## src/hdl/slkt_pkg.sv

```systemverilog
// ----------------------------------------------------------------------------
// slkt_pkg: shared definitions for the sorted leaf key table
// Widths, codes, entry layout and the structs passed between the modules.
// ----------------------------------------------------------------------------
package slkt_pkg;

  localparam int CAPACITY = 256;
  localparam int KEY_BITS = 64;
  localparam int IDX_W    = $clog2(CAPACITY);
  localparam int CNT_W    = $clog2(CAPACITY + 1);

  // Field widths of the request and result items.
  localparam int OP_W       = 2;
  localparam int KEY_W      = 64;
  localparam int HDL_W      = 32;
  localparam int LEN_W      = 16;
  localparam int STAT_W     = 2;
  localparam int POS_W      = 9;
  localparam int COUNT_W    = 9;
  localparam int USED_W     = 25;
  localparam int TOTAL_W    = 24;
  localparam int OVH_W      = 8;
  localparam int LIMIT_W    = 16;
  localparam int IN_DATA_W  = 112;
  localparam int OUT_DATA_W = 96;
  localparam int CFG_IDX_W  = 1;
  localparam int CFG_DATA_W = 16;

  localparam int FULL_NUM = 9;
  localparam int FULL_DEN = 10;

  localparam logic [OVH_W-1:0]   OVH_RST   = OVH_W'(20);
  localparam logic [LIMIT_W-1:0] LIMIT_RST = LIMIT_W'(4096 * FULL_NUM / FULL_DEN);

  // Operation codes; the unused code behaves as a lookup.
  localparam logic [OP_W-1:0] OP_LOOKUP = OP_W'(0);
  localparam logic [OP_W-1:0] OP_INSERT = OP_W'(1);
  localparam logic [OP_W-1:0] OP_DELETE = OP_W'(2);

  localparam logic [STAT_W-1:0] ST_DONE   = STAT_W'(0);
  localparam logic [STAT_W-1:0] ST_MISS   = STAT_W'(1);
  localparam logic [STAT_W-1:0] ST_NOROOM = STAT_W'(2);

  localparam logic [CFG_IDX_W-1:0] REG_OVERHEAD = CFG_IDX_W'(0);
  localparam logic [CFG_IDX_W-1:0] REG_LIMIT    = CFG_IDX_W'(1);

  typedef enum logic [3:0] {
    S_IDLE,
    S_SRCH,
    S_CMP,
    S_ACT,
    S_UP,
    S_DN,
    S_INS,
    S_CALC,
    S_OUT
  } state_t;

  typedef struct packed {
    logic [KEY_BITS-1:0] key;
    logic [HDL_W-1:0]    hdl;
    logic [LEN_W-1:0]    len;
  } entry_t;

  typedef struct packed {
    logic             rd_en;
    logic [IDX_W-1:0] rd_addr;
    logic             wr_en;
    logic [IDX_W-1:0] wr_addr;
    entry_t           wr_data;
  } mem_req_t;

  typedef struct packed {
    logic [STAT_W-1:0]  status;
    logic [POS_W-1:0]   pos;
    logic [HDL_W-1:0]   fh;
    logic [LEN_W-1:0]   fl;
    logic [COUNT_W-1:0] cnt;
    logic [USED_W-1:0]  used;
  } res_t;

endpackage

```

## src/hdl/slkt_ctrl.sv

```systemverilog
// ----------------------------------------------------------------------------
// slkt_ctrl: sequencer of the sorted leaf key table
// Binary search with the key comparators on the entry read back, then entry moves one per
// cycle through the memory ports, then the used-byte figure.
// ----------------------------------------------------------------------------
module slkt_ctrl (
  input  logic                            clk,
  input  logic                            rst_n,
  input  logic                            in_tvalid,
  output logic                            in_tready,
  input  logic [slkt_pkg::IN_DATA_W-1:0]  in_tdata,
  input  logic [slkt_pkg::OP_W-1:0]       in_tuser,
  input  logic [slkt_pkg::OVH_W-1:0]      entry_overhead,
  output slkt_pkg::mem_req_t              mem_req,
  input  slkt_pkg::entry_t                rd_data,
  input  logic                            out_free,
  output logic                            res_load,
  output slkt_pkg::res_t                  res
);

  localparam int CNT_W = slkt_pkg::CNT_W;
  localparam int IDX_W = slkt_pkg::IDX_W;

  slkt_pkg::state_t state_r, state_nxt;

  logic [slkt_pkg::OP_W-1:0]     op_r, op_nxt;
  logic [slkt_pkg::KEY_BITS-1:0] key_r, key_nxt;
  logic [slkt_pkg::HDL_W-1:0]    hdl_r, hdl_nxt;
  logic [slkt_pkg::LEN_W-1:0]    len_r, len_nxt;
  logic [CNT_W-1:0]              lo_r, lo_nxt;
  logic [CNT_W-1:0]              hi_r, hi_nxt;
  logic [CNT_W-1:0]              mid_r, mid_nxt;
  logic [CNT_W-1:0]              pos_r, pos_nxt;
  logic [CNT_W-1:0]              i_r, i_nxt;
  logic                          hit_r, hit_nxt;
  logic [slkt_pkg::HDL_W-1:0]    ent_hdl_r, ent_hdl_nxt;
  logic [slkt_pkg::LEN_W-1:0]    ent_len_r, ent_len_nxt;
  logic [CNT_W-1:0]              cnt_r, cnt_nxt;
  logic [slkt_pkg::TOTAL_W-1:0]  total_r, total_nxt;
  logic [slkt_pkg::STAT_W-1:0]   status_r, status_nxt;
  logic [slkt_pkg::HDL_W-1:0]    fh_r, fh_nxt;
  logic [slkt_pkg::LEN_W-1:0]    fl_r, fl_nxt;
  logic [slkt_pkg::USED_W-1:0]   used_r, used_nxt;

  logic [CNT_W-1:0]                   mid;
  logic                               probe_go;
  logic                               key_lt;
  logic                               key_gt;
  logic                               is_full_tbl;
  logic                               need_up;
  logic                               need_dn;
  logic                               more_up;
  logic                               more_dn;
  logic [CNT_W+slkt_pkg::OVH_W-1:0]   prod;
  slkt_pkg::entry_t                   new_entry;

  assign mid         = lo_r + ((hi_r - lo_r) >> 1);
  assign probe_go    = lo_r < hi_r;
  assign key_lt      = rd_data.key < key_r;
  assign key_gt      = rd_data.key > key_r;
  assign is_full_tbl = cnt_r >= CNT_W'(slkt_pkg::CAPACITY);
  assign need_up     = pos_r != cnt_r;
  assign need_dn     = (pos_r + CNT_W'(1)) < cnt_r;
  assign more_up     = (i_r - CNT_W'(1)) > pos_r;
  assign more_dn     = (i_r + CNT_W'(2)) < cnt_r;
  assign prod        = (CNT_W + slkt_pkg::OVH_W)'(cnt_r)
                     * (CNT_W + slkt_pkg::OVH_W)'(entry_overhead);
  assign new_entry   = '{key: key_r, hdl: hdl_r, len: len_r};

  // Next state.
  always_comb begin
    state_nxt = state_r;
    unique case (state_r)
      slkt_pkg::S_IDLE: if (in_tvalid) state_nxt = slkt_pkg::S_SRCH;
      slkt_pkg::S_SRCH: state_nxt = probe_go ? slkt_pkg::S_CMP : slkt_pkg::S_ACT;
      slkt_pkg::S_CMP: begin
        if (!key_lt && !key_gt) state_nxt = slkt_pkg::S_ACT;
        else                    state_nxt = slkt_pkg::S_SRCH;
      end
      slkt_pkg::S_ACT: begin
        case (op_r)
          slkt_pkg::OP_INSERT: begin
            if (hit_r || is_full_tbl) state_nxt = slkt_pkg::S_CALC;
            else if (need_up)         state_nxt = slkt_pkg::S_UP;
            else                      state_nxt = slkt_pkg::S_INS;
          end
          slkt_pkg::OP_DELETE: begin
            if (hit_r && need_dn) state_nxt = slkt_pkg::S_DN;
            else                  state_nxt = slkt_pkg::S_CALC;
          end
          default: state_nxt = slkt_pkg::S_CALC;
        endcase
      end
      slkt_pkg::S_UP:   state_nxt = more_up ? slkt_pkg::S_UP : slkt_pkg::S_INS;
      slkt_pkg::S_DN:   state_nxt = more_dn ? slkt_pkg::S_DN : slkt_pkg::S_CALC;
      slkt_pkg::S_INS:  state_nxt = slkt_pkg::S_CALC;
      slkt_pkg::S_CALC: state_nxt = slkt_pkg::S_OUT;
      slkt_pkg::S_OUT:  if (out_free) state_nxt = slkt_pkg::S_IDLE;
      default:          state_nxt = slkt_pkg::S_IDLE;
    endcase
  end

  // Datapath and memory control.
  always_comb begin
    op_nxt      = op_r;
    key_nxt     = key_r;
    hdl_nxt     = hdl_r;
    len_nxt     = len_r;
    lo_nxt      = lo_r;
    hi_nxt      = hi_r;
    mid_nxt     = mid_r;
    pos_nxt     = pos_r;
    i_nxt       = i_r;
    hit_nxt     = hit_r;
    ent_hdl_nxt = ent_hdl_r;
    ent_len_nxt = ent_len_r;
    cnt_nxt     = cnt_r;
    total_nxt   = total_r;
    status_nxt  = status_r;
    fh_nxt      = fh_r;
    fl_nxt      = fl_r;
    used_nxt    = used_r;
    mem_req     = '0;
    in_tready   = 1'b0;
    res_load    = 1'b0;
    unique case (state_r)
      slkt_pkg::S_IDLE: begin
        in_tready = 1'b1;
        op_nxt    = in_tuser;
        key_nxt   = in_tdata[slkt_pkg::KEY_BITS-1:0];
        hdl_nxt   = in_tdata[slkt_pkg::KEY_W +: slkt_pkg::HDL_W];
        len_nxt   = in_tdata[slkt_pkg::KEY_W+slkt_pkg::HDL_W +: slkt_pkg::LEN_W];
        lo_nxt    = '0;
        hi_nxt    = cnt_r;
        hit_nxt   = 1'b0;
      end
      slkt_pkg::S_SRCH: begin
        if (probe_go) begin
          mem_req.rd_en   = 1'b1;
          mem_req.rd_addr = mid[IDX_W-1:0];
          mid_nxt         = mid;
        end else begin
          pos_nxt = lo_r;
        end
      end
      slkt_pkg::S_CMP: begin
        if (key_lt) begin
          lo_nxt = mid_r + CNT_W'(1);
        end else if (key_gt) begin
          hi_nxt = mid_r;
        end else begin
          hit_nxt     = 1'b1;
          pos_nxt     = mid_r;
          ent_hdl_nxt = rd_data.hdl;
          ent_len_nxt = rd_data.len;
        end
      end
      slkt_pkg::S_ACT: begin
        status_nxt = slkt_pkg::ST_DONE;
        fh_nxt     = '0;
        fl_nxt     = '0;
        case (op_r)
          slkt_pkg::OP_INSERT: begin
            if (hit_r) begin
              mem_req.wr_en   = 1'b1;
              mem_req.wr_addr = pos_r[IDX_W-1:0];
              mem_req.wr_data = new_entry;
              total_nxt = total_r - slkt_pkg::TOTAL_W'(ent_len_r)
                        + slkt_pkg::TOTAL_W'(len_r);
            end else if (is_full_tbl) begin
              status_nxt = slkt_pkg::ST_NOROOM;
            end else if (need_up) begin
              mem_req.rd_en   = 1'b1;
              mem_req.rd_addr = IDX_W'(cnt_r - CNT_W'(1));
              i_nxt           = cnt_r;
            end
          end
          slkt_pkg::OP_DELETE: begin
            if (!hit_r) begin
              status_nxt = slkt_pkg::ST_MISS;
            end else begin
              total_nxt = total_r - slkt_pkg::TOTAL_W'(ent_len_r);
              if (need_dn) begin
                mem_req.rd_en   = 1'b1;
                mem_req.rd_addr = IDX_W'(pos_r + CNT_W'(1));
                i_nxt           = pos_r;
              end else begin
                cnt_nxt = cnt_r - CNT_W'(1);
              end
            end
          end
          default: begin
            if (hit_r) begin
              fh_nxt = ent_hdl_r;
              fl_nxt = ent_len_r;
            end else begin
              status_nxt = slkt_pkg::ST_MISS;
            end
          end
        endcase
      end
      slkt_pkg::S_UP: begin
        // The entry read last cycle moves one place up; the next read is issued alongside.
        mem_req.wr_en   = 1'b1;
        mem_req.wr_addr = i_r[IDX_W-1:0];
        mem_req.wr_data = rd_data;
        if (more_up) begin
          mem_req.rd_en   = 1'b1;
          mem_req.rd_addr = IDX_W'(i_r - CNT_W'(2));
          i_nxt           = i_r - CNT_W'(1);
        end
      end
      slkt_pkg::S_DN: begin
        mem_req.wr_en   = 1'b1;
        mem_req.wr_addr = i_r[IDX_W-1:0];
        mem_req.wr_data = rd_data;
        if (more_dn) begin
          mem_req.rd_en   = 1'b1;
          mem_req.rd_addr = IDX_W'(i_r + CNT_W'(2));
          i_nxt           = i_r + CNT_W'(1);
        end else begin
          cnt_nxt = cnt_r - CNT_W'(1);
        end
      end
      slkt_pkg::S_INS: begin
        mem_req.wr_en   = 1'b1;
        mem_req.wr_addr = pos_r[IDX_W-1:0];
        mem_req.wr_data = new_entry;
        cnt_nxt         = cnt_r + CNT_W'(1);
        total_nxt       = total_r + slkt_pkg::TOTAL_W'(len_r);
      end
      slkt_pkg::S_CALC: begin
        used_nxt = slkt_pkg::USED_W'(prod) + slkt_pkg::USED_W'(total_r);
      end
      slkt_pkg::S_OUT: begin
        res_load = out_free;
      end
      default: ;
    endcase
  end

  always_ff @(posedge clk) begin
    if (!rst_n) begin
      state_r <= slkt_pkg::S_IDLE;
      cnt_r   <= '0;
      total_r <= '0;
    end else begin
      state_r <= state_nxt;
      cnt_r   <= cnt_nxt;
      total_r <= total_nxt;
    end
  end

  always_ff @(posedge clk) begin
    op_r      <= op_nxt;
    key_r     <= key_nxt;
    hdl_r     <= hdl_nxt;
    len_r     <= len_nxt;
    lo_r      <= lo_nxt;
    hi_r      <= hi_nxt;
    mid_r     <= mid_nxt;
    pos_r     <= pos_nxt;
    i_r       <= i_nxt;
    hit_r     <= hit_nxt;
    ent_hdl_r <= ent_hdl_nxt;
    ent_len_r <= ent_len_nxt;
    status_r  <= status_nxt;
    fh_r      <= fh_nxt;
    fl_r      <= fl_nxt;
    used_r    <= used_nxt;
  end

  assign res.status = status_r;
  assign res.pos    = slkt_pkg::POS_W'(pos_r);
  assign res.fh     = fh_r;
  assign res.fl     = fl_r;
  assign res.cnt    = slkt_pkg::COUNT_W'(cnt_r);
  assign res.used   = used_r;

`ifndef SYNTHESIS
  a_cnt_range: assert property (@(posedge clk) disable iff (!rst_n)
    cnt_r <= CNT_W'(slkt_pkg::CAPACITY))
    else $error("entry count exceeds the table capacity");

  a_search_window: assert property (@(posedge clk) disable iff (!rst_n)
    (state_r == slkt_pkg::S_SRCH) |-> (lo_r <= hi_r))
    else $error("search window inverted");

  a_accept_starts: assert property (@(posedge clk) disable iff (!rst_n)
    (in_tvalid && in_tready) |=> (state_r == slkt_pkg::S_SRCH))
    else $error("accepted request did not start a search");

  a_cnt_step: assert property (@(posedge clk) disable iff (!rst_n)
    ($past(rst_n) && (cnt_r != $past(cnt_r))) |->
      ((cnt_r == $past(cnt_r) + CNT_W'(1)) || (cnt_r + CNT_W'(1) == $past(cnt_r))))
    else $error("entry count moved by more than one");

  a_cnt_source: assert property (@(posedge clk) disable iff (!rst_n)
    ($past(rst_n) && (cnt_r != $past(cnt_r))) |->
      (($past(state_r) == slkt_pkg::S_INS) || ($past(state_r) == slkt_pkg::S_DN)
       || ($past(state_r) == slkt_pkg::S_ACT)))
    else $error("entry count changed outside insert or delete");
`endif

endmodule
```

## config.mk

```make
export PLATFORM = sky130hd
export DESIGN_NAME = slkt_ctrl
export DESIGN_NICKNAME = d
export VERILOG_FILES = /design/src/hdl/slkt_pkg.sv /design/src/hdl/slkt_ctrl.sv
export SDC_FILE = /design/constraint.sdc
export NUM_CORES = 1
export LEC_CHECK = 0
export ABC_CLOCK_PERIOD_IN_PS = 9800
export BUFFER_PORTS_ARGS = -buffer_cell sky130_fd_sc_hd__buf_2
export CORE_ASPECT_RATIO = 1.1
export CORE_UTILIZATION = 61
export DETAILED_ROUTE_END_ITERATION = 10
export PLACE_DENSITY = 0.95
export SYNTH_ARGS = -nofsm -noshare
export SYNTH_HDL_FRONTEND = slang
export SYNTH_SLANG_ARGS = --single-unit
```

## constraint.sdc

```tcl
create_clock -name clk -period 9.8 [get_ports clk]
set_input_delay 0.49 -clock clk [delete_from_list [all_inputs] [get_ports clk]]
set_output_delay 0.49 -clock clk [all_outputs]
set_load 0.01 [all_outputs]
```

Word level (Yosys, flattened, before mapping)

Index checks and enable logic that the tools add are counted.

Bitwise gates (word level): 3
Add/subtract/negate cells: 14
Multiplexer cells: 60
$lt $le $gt $ge: 7
Equal/unequal tests: 31
Reduce and logical (&&, ||, !) cells: 23
Multipliers: 1

Operators by type and width:

| operator                                                              | count |
|---|---|
| 121-bit one-hot mux with 3 select lines                               | 1 |
| 121-bit 2-to-1 mux                                                    | 2 |
| 9-bit 2-to-1 mux                                                      | 25 |
| 24-bit one-hot mux with 2 select lines                                | 2 |
| 9-bit one-hot mux with 2 select lines                                 | 5 |
| 64-bit greater-than comparator                                        | 1 |
| 64-bit less-than comparator                                           | 1 |
| 9-bit one-hot mux with 3 select lines                                 | 2 |
| 24-bit by 16-bit adder with 24-bit output                             | 2 |
| 24-bit 2-to-1 mux                                                     | 2 |
| 9-bit by 1-bit adder with 9-bit output, second input constant         | 4 |
| 4-bit one-hot mux with 9 select lines                                 | 1 |
| 9-bit one-hot mux with 4 select lines                                 | 1 |
| 9-bit less-than comparator                                            | 3 |
| 17-bit by 24-bit adder with 25-bit output                             | 1 |
| 2-bit inequality test, second input constant                          | 12 |
| 24-bit by 16-bit subtractor with 24-bit output                        | 1 |
| 2-bit 2-to-1 mux                                                      | 9 |
| 3-bit inequality test, second input constant                          | 6 |
| 9-bit by 1-bit subtractor with 9-bit output, second input constant    | 2 |
| 9-bit by 8-bit multiplier with 17-bit output                          | 1 |
| 4-bit by 3-bit equality test with 1-bit output, second input constant | 4 |
| 9-bit by 2-bit adder with 9-bit output, second input constant         | 1 |
| 9-bit by 8-bit adder with 9-bit output                                | 1 |
| other kinds (30)                                                      | 49 |

Word-level logic and storage cells: 158
Input port bits: 238
Register bits: 320
Output and inout bits: 225

Logic depth before layout (Yosys ltp)

Depth in word-level cells: 6
Depth in mapped cells: 20
Mapped depth without buffers: 20

Least setup slack after synthesis

Ideal clock, no wire load.

Path type: input to register
Start point: in rd_data[105] in the netlist's numbering
End point: reg ent_hdl_r[0] in the netlist's numbering, enable pin
Slack: 3869 ps
Data arrival time: 5418 ps
Required time: 9287 ps
Buffers on the path: 0
Stages: 10
Library setup time: 513 ps
Path through: ha_1 > nand4_1 > nor3_1 > nand4_1 > nor4_1 > and3_1 > a211oi_1 > o211ai_1 > nor2_1 > nor3_1

Longest elaborated chain between the ends: 3
Elaborated cells between the ends (all ways): 5
Classes of those cells: 2 x order compare; 2 x bitwise; 1 x reduce/logical

RTL lines:

| element                                                                       | line                             | text |
|---|---|---|
| start, declared                                                               | slkt_ctrl.sv:15                  | `input slkt_pkg::entry_t rd_data,` |
| 64-bit greater-than comparator or 64-bit less-than comparator (tied branches) | slkt_ctrl.sv:60, slkt_ctrl.sv:59 |  |
| 1-bit inverter (no line)                                                      | n/a                              |  |
| 3-bit AND reduction (no line) *                                               | n/a                              |  |
| end signal, assigned                                                          | slkt_ctrl.sv:265                 | `ent_hdl_r <= ent_hdl_nxt;` |
| end, declared                                                                 | slkt_ctrl.sv:36                  | `logic [slkt_pkg::HDL_W-1:0] ent_hdl_r, ent_hdl_nxt;` |

Mark *: on every way between the ends. The rest lies on a longest branch, timed or not.
A chain may end at the register's enable or synchronous reset.

Final worst setup path

Start point: reg cnt_r[3]
End point: reg used_r[20] in the netlist's numbering (data pin)

Longest elaborated chain between the ends: 2

RTL lines:

| element                                      | line             | text |
|---|---|---|
| start, declared                              | slkt_ctrl.sv:38  | `logic [CNT_W-1:0] cnt_r, cnt_nxt;` |
| start signal, assigned                       | slkt_ctrl.sv:249 | `cnt_r <= cnt_nxt;` |
| 9-bit by 8-bit multiplier with 17-bit output | slkt_ctrl.sv:67  | `* (CNT_W + slkt_pkg::OVH_W)'(entry_overhead);` |
| 17-bit by 24-bit adder with 25-bit output    | slkt_ctrl.sv:233 | `used_nxt = slkt_pkg::USED_W'(prod) + slkt_pkg::USED_W'(total_r);` |
| end signal, assigned                         | slkt_ctrl.sv:270 | `used_r <= used_nxt;` |
| end, declared                                | slkt_ctrl.sv:43  | `logic [slkt_pkg::USED_W-1:0] used_r, used_nxt;` |

No other way between the ends.

==> results.md <==
* Status: completed
* Worst reg-to-reg setup slack at roughly 4.2 ns
* Sequential-to-total area share from yosys stat at 0.408
* Cell Area, Synth at 22600 sq um
* Comb power frac at 0.380
* Syn Nets at 2735
* Dpl hpwl at about 54 mm
* Initial core utilization at 0.622
* Async SR Flop Fraction at 0
* Critical path startpoint category: register
* Gr usage total at 0.375
* Period utilization at 0.570
* DIE AREA at 37900 sq um
* Synth cell types at 88
* Setup violators final at 0
* GPL Wtd Cong at about 1
* DRT antenna net count at 0
* Hold Path Class: in2reg
* Clock Skew at 0.0371 ns
* Average size of a mapped cell at 10.2 sq um
* Hold_sp: in_tdata[71]
* Largest net degree at the start of global routing at 92
* Switching Fraction at 0.385
* Leak Pwr at between 0.01 and 0.015 uW
* Rows at 73
* Worst Setup SP: cnt_r[3]
* Post-cts sizing count at 0
* Remaining DRCs at 0
* Overflow after GRT at 0
* I/O Buffers at 462
* CTS tree: done
* Metal3 WL at 6.14 mm
* Uppermost layer routed: met5
* CTS Buf Count at 36
* Yosys warning total at 0
* Vias in the first global route at 19.7k
* Vias at 19.9k
* Post-synth EDFFs at 283
* Internal at about 3500 uW
* WL/cell at 22.6 um
* CP Buf/Inv Count at 3
* CP Cell Sequence: nand2_1, fa_1, inv_1, fa_1, ha_1, inv_1, fa_1, inv_1, ha_1, a21o_1, a21oi_1, o211ai_1, o311ai_0, a31oi_1, a211o_1, a21o_1, a21oi_1, a21oi_1
* Die W at 186 um
* Routed WL at approximately 72 mm
* CTS sink count at 320
* Hold slack at just over 0.08 ns
* Slew Viols, Final at 0
* Fillers at about 2.5k
* Fin nets at 3145
* Vias/cell at 6.31
* Met2 wire len at approximately 35 mm
* RSZ-0062 raised after global routing: no
* Setup bufs post-CTS at 0
* CORE AREA at 36400 sq um
* Cells after Synth at 2227
* Switch Pwr at approximately 2200 uW
* Root buffer cell: clkbuf_16
* Sequential share of power at 0.377
* Clock Power Share at 0.243
* Critical path's top delay family: adder cells
* First-pass GRT wire length at about 110 mm
* Number of H-tree levels at 2
* 1st-pass router iterations at 7
* CP Capture Type: register
* Routed length on met1 at 25.7 mm
* Crit Path Class: reg2reg
* Worst r2r src: cnt_r[3]
* Antenna violations before repair at 10
* Clock Pin Slew Worst Setup and Hold Paths at 0.06 ns
* 1st-iter DRT viols at 1818
* Worst EP arrival at a little under 6 ns
* Critical Path RT at 10.09 ns
* Max_cap viols at 0
* Yosys reg bits at 320
* CTS Hold Bufs at 0
* Slowest stage delay, CP at about 0.69 ns
* Tightest Pin Transition at 1.03 ns
* Critical path's slowest cell: dfxtp_1
* Final min period at 5.59 ns
* Cell Pwr Density at 213 nW/um^2
* IO Count at 463
* Die H at 204 um
* Final setup TNS at 0 ns
* Hold Vio Cnt, Final at 0
* Crit-path max FO at 16
* CTS Buffer Depth at 3
* Max frequency at 179 MHz
* Slew Limit Headroom at 0.311
* Top_reg_cell synth: edfxtp_1
* Share of cells above drive strength 1 at 0.212
* Latest clock arrival within the worst-skew pair at 0.58 ns
* Max IR drop VDD at 0.195 mV
* Layout area overhead at 17.1%
[final timing paths]
kind / endpoint / depth (start not counted)
min: hdl_r[7] / 1
min reg2reg: fh_r[24] / 1
max: used_r[20] / 18
max reg2reg: used_r[20] / 18
[area by class of cell]
cell class	instances	area, sq um	share of cell area
Inverter	268	1010	0.0380
Antenna cell	10	25.0	0.000944
Tap cell	487	609	0.0230
Multi-Input combinational cell	1534	12000	0.454
Timing Repair Buffer	477	2420	0.0915
Clock buffer	46	948	0.0358
Sequential cell	320	9240	0.349
Clock inverter	19	230	0.00869
[Yosys cell counts, types with 4 or more instances]
| library cell | number | area, sq um |
|---|---|---|
| a211o_1 | 7 | 61.3 |
| a211oi_1 | 20 | 150 |
| a21boi_0 | 5 | 37.5 |
| a21o_1 | 54 | 405 |
| a21oi_1 | 117 | 586 |
| a221oi_1 | 5 | 43.8 |
| a22o_1 | 121 | 1060 |
| a22oi_1 | 5 | 37.5 |
| a31oi_1 | 12 | 75.1 |
| and2_1 | 82 | 513 |
| and3_1 | 20 | 125 |
| buf_1 | 7 | 26.3 |
| clkbuf_1 | 96 | 360 |
| dfxtp_1 | 37 | 741 |
| edfxtp_1 | 283 | 8500 |
| fa_1 | 62 | 1240 |
| ha_1 | 208 | 2600 |
| inv_1 | 266 | 998 |
| mux2i_1 | 12 | 120 |
| nand2_1 | 132 | 495 |
| nand2b_1 | 20 | 125 |
| nand3_1 | 35 | 175 |
| nand4_1 | 34 | 213 |
| nor2_1 | 95 | 357 |
| nor2b_1 | 18 | 113 |
| nor3_1 | 60 | 300 |
| nor3b_1 | 9 | 67.6 |
| nor4_1 | 10 | 62.6 |
| o2111ai_1 | 4 | 35.0 |
| o211ai_1 | 17 | 128 |
| o21a_1 | 25 | 188 |
| o21ai_0 | 91 | 455 |
| o21bai_1 | 9 | 67.6 |
| o221ai_1 | 7 | 61.3 |
| o22ai_1 | 11 | 68.8 |
| o311ai_0 | 6 | 52.6 |
| o31ai_1 | 13 | 97.6 |
| or2_2 | 7 | 43.8 |
| or3_1 | 13 | 81.3 |
| or4_1 | 5 | 37.5 |
| xnor2_1 | 75 | 657 |
| xor2_1 | 39 | 342 |
[power groups by stage]
stage	sequential, uW	clock (uW)	combinational [uW]
6_report	2130	1370	2150
5_1_grt	2140	1420	2340
3_5_place_dp	2130	0	2080
3_3_place_gp	2120	0	2000
2_1_floorplan	2040	0	1470
4_1_cts	2110	1370	2110
[registers in the layout, summed over array words and instances, names as in the netlist, 16 cells and up]
signal     count
fh_r          32
ent_len_r     16
key_r         64
ent_hdl_r     32
hdl_r         32
used_r        25
len_r         16
fl_r          16
total_r       24
[worst register-to-register path, delay by kind of cell (launching register included)]
kind	cells	cell delay, ns
simple gates	1	0.15
fa+ha+maj	5	2.20
compound gates	9	2.10
flops	1	0.69
buf+inv	3	0.16
[per-stage QoR]
stage | power (uW) | worst slack (ns) | utilization | cells | area [sq um]
after CTS | 5590 | 4.26 | 0.728 | 3151 | 26500
after global placement | 4120 | 4.45 | 0.696 | 3086 | 25300
final | 5650 | 4.21 | 0.729 | 3161 | 26500
after global routing | 5900 | 3.92 | 0.729 | 3160 | 26500
after detailed placement | 4210 | 4.31 | 0.696 | 3086 | 25300
after floorplan | 3510 | 3.87 | - | 2227 | 22600
[metal layers]
layer	vias to the layer above	global-route usage
met5	-	0
met4	2	0.237
met3	281	0.0656
met2	1278	0.640
met1	9458	0.434
li1	8928	-
[cells by family (layout without fill, tap and decap cells)]
group / after synthesis / after routing / synth area share
AO/OA/AOI/OAI: 581 / 581 / 0.183
XOR/XNOR: 115 / 115 / 0.0448
adder cells (fa/ha/maj): 270 / 270 / 0.170
buffers and inverters: 373 / 810 / 0.0620
flip-flops: 320 / 320 / 0.408
multiplexers: 14 / 14 / 0.00630
other: 0 / 10 / 0
AND/OR/NAND/NOR: 554 / 554 / 0.126
[layout by cell type, fill, tap and decap left out, drive strengths merged, types with 9 or more instances in the layout]
cell type | synthesis | final
nand3 | 35 | 35
o31ai | 14 | 14
o21a | 25 | 25
inv | 266 | 268
mux2i | 12 | 12
a31oi | 13 | 13
clkbuf | 97 | 46
dfxtp | 37 | 37
o22ai | 11 | 11
a211oi | 22 | 22
clkinv | 2 | 13
nand2b | 20 | 20
buf | 8 | 477
a22o | 121 | 121
ha | 208 | 208
edfxtp | 283 | 283
xor2 | 40 | 40
nor3b | 9 | 9
a21o | 54 | 54
nor2 | 95 | 95
nand2 | 132 | 132
o21ai | 94 | 94
nor2b | 18 | 18
nand4 | 34 | 34
nor4 | 10 | 10
nor3 | 61 | 61
o21bai | 9 | 9
and3 | 20 | 20
or3 | 13 | 13
o211ai | 17 | 17
xnor2 | 75 | 75
and2 | 83 | 83
a21oi | 117 | 117
fa | 62 | 62
diode | 0 | 10
No activity file was read; power rests on OpenSTA's default activity.
